File: src/rtl/pwmss_pkg.sv
// Package for the PWM sliding window scanner: sizes, codes, request and
// result structs, cell control struct and score saturation. No dependencies.
`timescale 1ns / 1ps

package pwmss_pkg;

	// Sizing
	localparam int MAX_WIDTH     = 64;
	localparam int WEIGHT_BITS   = 24;
	localparam int POSITION_BITS = 32;
	localparam int ROWS          = 4;
	localparam int SCORE_BITS    = 32;
	localparam int WIDTH_BITS    = 7;
	localparam int CFG_BITS      = 32;
	localparam int IDX_BITS      = (MAX_WIDTH > 1) ? $clog2(MAX_WIDTH) : 1;
	localparam int SUM_BITS      = WEIGHT_BITS + IDX_BITS;
	localparam int WEFF_BITS     = ($clog2(MAX_WIDTH + 1) > WIDTH_BITS) ?
		$clog2(MAX_WIDTH + 1) : WIDTH_BITS;
	localparam int EXT_BITS      = ((SUM_BITS > SCORE_BITS) ? SUM_BITS : SCORE_BITS) + 1;

	// Codes
	typedef enum logic {
		OP_LOAD = 1'b0,
		OP_BASE = 1'b1
	} opcode_t;

	typedef enum logic [0:0] {
		REG_MOTIF_WIDTH = 1'b0,
		REG_MIN_SCORE   = 1'b1
	} cfg_reg_t;

	// Highest base code that carries a weight (T); anything above is "other"
	localparam logic [2:0] BASE_T     = 3'd3;
	localparam logic [2:0] BASE_OTHER = 3'd4;

	localparam logic signed [SCORE_BITS-1:0] SCORE_MAX = {1'b0, {(SCORE_BITS-1){1'b1}}};
	localparam logic signed [SCORE_BITS-1:0] SCORE_MIN = {1'b1, {(SCORE_BITS-1){1'b0}}};

	// Request item
	typedef struct packed {
		logic               opcode;
		logic [2:0]         base_code;
		logic               restart;
		logic [5:0]         weight_column;
		logic [1:0]         weight_row;
		logic signed [23:0] weight_value;
	} item_t;

	// Result item
	typedef struct packed {
		logic               window_full;
		logic               hit;
		logic [31:0]        match_start;
		logic signed [31:0] window_score;
	} result_t;

	// Broadcast to every cell of the chain
	typedef struct packed {
		logic                          shift;
		logic                          load;
		logic [1:0]                    row;
		logic [2:0]                    base;
		logic signed [WEIGHT_BITS-1:0] weight;
	} cell_ctrl_t;

	// Clamp a chain sum to the signed score range
	function automatic logic signed [SCORE_BITS-1:0] sat_score(
		input logic signed [SUM_BITS-1:0] s);
		logic signed [EXT_BITS-1:0] x;
		logic signed [EXT_BITS-1:0] hi;
		logic signed [EXT_BITS-1:0] lo;
		x  = EXT_BITS'(s);
		hi = EXT_BITS'(SCORE_MAX);
		lo = EXT_BITS'(SCORE_MIN);
		if (x > hi) begin
			return SCORE_MAX;
		end else if (x < lo) begin
			return SCORE_MIN;
		end
		return SCORE_BITS'(x);
	endfunction

endpackage

File: src/rtl/pwmss_cell.sv
// One column cell of the scan chain: the column's four weights, one base of
// the history and the running sum of the window that reaches this column.
// Uses pwmss_pkg.
`timescale 1ns / 1ps

module pwmss_cell import pwmss_pkg::*; (
	input  logic                       clk,
	input  logic                       arst_n,
	input  cell_ctrl_t                 ctrl,
	input  logic                       sel,
	input  logic signed [SUM_BITS-1:0] psum_in,
	output logic signed [SUM_BITS-1:0] psum_out,
	input  logic [2:0]                 base_in,
	output logic [2:0]                 base_out
);

	logic signed [WEIGHT_BITS-1:0] wt_q [ROWS];
	logic signed [SUM_BITS-1:0]    psum_q;
	logic signed [SUM_BITS-1:0]    contrib;
	logic [2:0]                    base_q;

	// Weight load into this column
	always_ff @(posedge clk) begin
		if (ctrl.load && sel) begin
			wt_q[ctrl.row] <= ctrl.weight;
		end
	end

	// Other bases add nothing
	always_comb begin
		if (ctrl.base > BASE_T) begin
			contrib = '0;
		end else begin
			contrib = SUM_BITS'(wt_q[ctrl.base[1:0]]);
		end
	end

	// Sum moves one cell along per base
	always_ff @(posedge clk) begin
		if (ctrl.shift) begin
			psum_q <= psum_in + contrib;
		end
	end

	// Base history moves one cell along with the sums
	always_ff @(posedge clk or negedge arst_n) begin
		if (!arst_n) begin
			base_q <= BASE_OTHER;
		end else if (ctrl.shift) begin
			base_q <= base_in;
		end
	end

	assign psum_out = psum_q;
	assign base_out = base_q;

endmodule

File: config.mk
export PLATFORM = sky130hd
export DESIGN_NAME = pwmss_cell
export DESIGN_NICKNAME = d
export VERILOG_FILES = /design/src/rtl/pwmss_pkg.sv /design/src/rtl/pwmss_cell.sv
export SDC_FILE = /design/constraint.sdc
export NUM_CORES = 1
export LEC_CHECK = 0
export ABC_AREA = 1
export BUFFER_PORTS_ARGS = -buffer_cell sky130_fd_sc_hd__buf_2
export CAP_MARGIN = 40
export CORE_UTILIZATION = 58
export DETAILED_ROUTE_END_ITERATION = 12
export PLACE_DENSITY_LB_ADDON = 0.25
export SKIP_LAST_GASP = 1
export SLEW_MARGIN = 0
export SYNTH_ARGS = -nofsm -noshare
export SYNTH_HDL_FRONTEND = slang
export SYNTH_SLANG_ARGS = --single-unit
File: constraint.sdc
create_clock -name clk -period 2.95 [get_ports clk]
set_input_delay 0.295 -clock clk [delete_from_list [all_inputs] [get_ports clk]]
set_output_delay 0.295 -clock clk [all_outputs]
set_load 0.02 [all_outputs]
==> results.txt <==
Seq/Total Area, Yosys - 0.546
P&R area growth vs syn - 18.3%
nets@finish - 987
Sink Count - 129
CP max FO - 3
Final Cell Area - 8370 um^2
RSZ-0062 raised after global routing - false
Rows - 39
Critical Path Start Type - flip-flop
Peak VDD IR - 620 uV
htree depth - 4
DR iter-0 viols - 426
Die H - 112 um
Rel. slew slack - 0.509
number of I/O pins - 100
Critical Path End Type - flip-flop
Avg Cell Area, Syn - 9.14 um^2
Seq cells post-synth - 129
starting density of the core - 0.607
min cycle time layout - 2790 ps
antenna viol nets, final - 0
Setup Fix Bufs, Post-CTS - 0
DRC viols - 0
Crit path required time - 3110 ps
DR vias/cell - 5.41
Max Cap Violations - 0
final core occ - 0.718
Clk Latency, worst-skew pair - 420 ps
largest net degree at the start of global routing - 34
leakage - 3.81 nW
overall power - 5.06 mW
GR Util All Layers - 0.275
Clock Path Buffers - 2
clk_skew - 6.24 ps
TritonRoute pass-1 iters - 5
layout cells sized above 1 - 0.226
Post-DP HPWL - 11.8 mm
Worst-Margin Slew - 736 ps
routability cong. - 0.939
clock-pin slew on the worst setup and hold paths - 50 ps
CTS buffer count - 17
Die W - 112 um
Final Hold Fails - 0
Yosys cell types - 36
average wire per standard cell - 15.6 um
hold slack - 90.5 ps
Setup Crit Path Kind - flip-flop to flip-flop
YS warnings - 0
max-slew violations - 0
Fmax - 359 MHz
GR Overflow Total - 0
Synth Net Count - 871
Final setup viols - 0
PwrDens - 605 nW/um^2
Fin Setup TNS - 0 ps
area post-placement - 7780 um^2
cell area after synthesis - 7080 um^2
initial antenna violation count - 1
Routed WL - 16.3 mm
period utilisation layout - 0.945
routed vias - 5660
Port Buffers - 99
core area - 11700 um^2
outcome - completed
hold crit path type - primary input to flip-flop
root buf cell - clkbuf_16
first-pass GRT wire length - 25.8 mm
overall die area - 12600 um^2
number of global-route vias before repair - 5551
CTS tree - yes
Gate Count Post-Synth - 774
CP arrival - 2940 ps
[cells in the final DEF (no fill, tap or decap), types with 11 or more instances in the layout]
cell type and count:
a21oi_1 38, buf_2 99, buf_4 14, clkbuf_16 17
edfxtp_1 126, ha_1 29, inv_1 92, nand2_1 181
nand2_2 22, nand3_1 23, nor2_1 125, o21ai_0 45
xor2_1 11
[per-layer routing]
layer | vias to the layer above | part of all wire | GRT usage
met4 | 0 | 0.027 | 0.129
met2 | 222 | 0.50 | 0.469
li1 | 2781 | - | -
met5 | - | 0 | 0
met3 | 41 | 0.060 | 0.0605
met1 | 2616 | 0.41 | 0.333
[critical path, cell delays in order, from the launching register on]
cell and delay [ps]:
edfxtp_1 330, nor2_1 40, nor2_1 160, o21ai_0 140
a21oi_1 410, inv_1 140, fa_1 480, inv_1 110
nand3_1 70, nand3_1 150, nand2_1 90, a21oi_1 210
nor2_1 60, nand2_1 60, nand2_1 60
[cell type report]
class	count	area, um^2
antenna	1	2.50
timing repair buffer	114	611
multi-input combinational	528	2770
inverter	100	375
clock buffer	20	437
sequential	129	3860
clock inverter	11	140
fill	857	3290
tap	143	179
[cells by family after synthesis]
logic type | count (synthesis) | share of synthesized area
buf+inv | 117 | 0.0663
flops | 129 | 0.546
mux | 3 | 0.00477
simple gates | 382 | 0.233
compound gates | 99 | 0.0789
fa+ha+maj | 30 | 0.0541
xor+xnor | 14 | 0.0173
[state kept, by name, indices dropped and copies added, names as in the netlist]
signal,count
wt_q,96
psum_out,30
base_out,3
[repair_timing]
item                      in CTS  in global routing
hold endpoints to repair       3                  0
hold buffers                   1                  0
gates resized for setup        0                  0
[power breakdown]
group	switching, mW	internal, mW	total (mW)
Clock	0.734	1.31	2.05
Sequential	0.0231	2.14	2.17
Combinational	0.560	0.284	0.844
Total	1.32	3.74	5.06
[through the flow]
step / worst slack [ps] / cells
2_1_floorplan: 464 / 774
3_3_place_gp: 157 / 1013
3_5_place_dp: -33.8 / 1013
4_1_cts: 271 / 1045
5_1_grt: 86.7 / 1046
6_report: 164 / 1046
[worst paths after layout]
kind | from | endpoint | slack, ps | depth (start not counted)
setup / recovery | wt_q[2][1]$_DFFE_PP_ | psum_out[16]$_DFFE_PP_ | 160 | 14
hold / removal | ctrl[20] | wt_q[2][20]$_DFFE_PP_ | 90 | 1
setup reg to reg | wt_q[2][1]$_DFFE_PP_ | psum_out[16]$_DFFE_PP_ | 160 | 14
hold reg to reg | base_out[1]$_DFFE_PN0P_ | base_out[1]$_DFFE_PN0P_ | 520 | 1
max in group asynchronous | arst_n | base_out[2]$_DFFE_PN1P_ | 2550 | 2
min in group asynchronous | arst_n | base_out[0]$_DFFE_PN0P_ | 200 | 2
[cells in the mapped netlist]
| cell type | number | share of area |
|---|---|---|
| nand2_2 | 22 | 0.019 |
| a311oi_1 | 1 | 0.0012 |
| a21oi_1 | 38 | 0.027 |
| dfstp_2 | 1 | 0.0037 |
| nand2_1 | 181 | 0.096 |
| o21bai_2 | 1 | 0.0016 |
| nor3_2 | 4 | 0.0057 |
| xnor2_1 | 3 | 0.0037 |
| inv_1 | 92 | 0.049 |
| ha_1 | 29 | 0.051 |
| nor2_1 | 125 | 0.066 |
| nand3_2 | 6 | 0.0085 |
| o21bai_1 | 4 | 0.0042 |
| edfxtp_1 | 126 | 0.53 |
| a21o_1 | 1 | 0.0011 |
| a21oi_4 | 1 | 0.0023 |
| o21bai_4 | 1 | 0.0027 |
| xor2_1 | 11 | 0.014 |
| nor2_2 | 7 | 0.0062 |
| buf_4 | 5 | 0.0053 |
| nor3_1 | 4 | 0.0028 |
| nand3b_1 | 1 | 0.0011 |
| inv_2 | 8 | 0.0042 |
| clkbuf_1 | 7 | 0.0037 |
| dfrtp_1 | 2 | 0.0071 |
| mux2_2 | 3 | 0.0048 |
| buf_6 | 1 | 0.0016 |
| buf_1 | 1 | 0.00053 |
| nor2_4 | 4 | 0.0064 |
| a21oi_2 | 4 | 0.0050 |
| nand4_1 | 5 | 0.0044 |
| fa_1 | 1 | 0.0028 |
| o21ai_1 | 3 | 0.0021 |
| o21ai_0 | 45 | 0.032 |
| nand3_1 | 23 | 0.016 |
| buf_2 | 3 | 0.0021 |
Power figures use the tool's default switching activity.
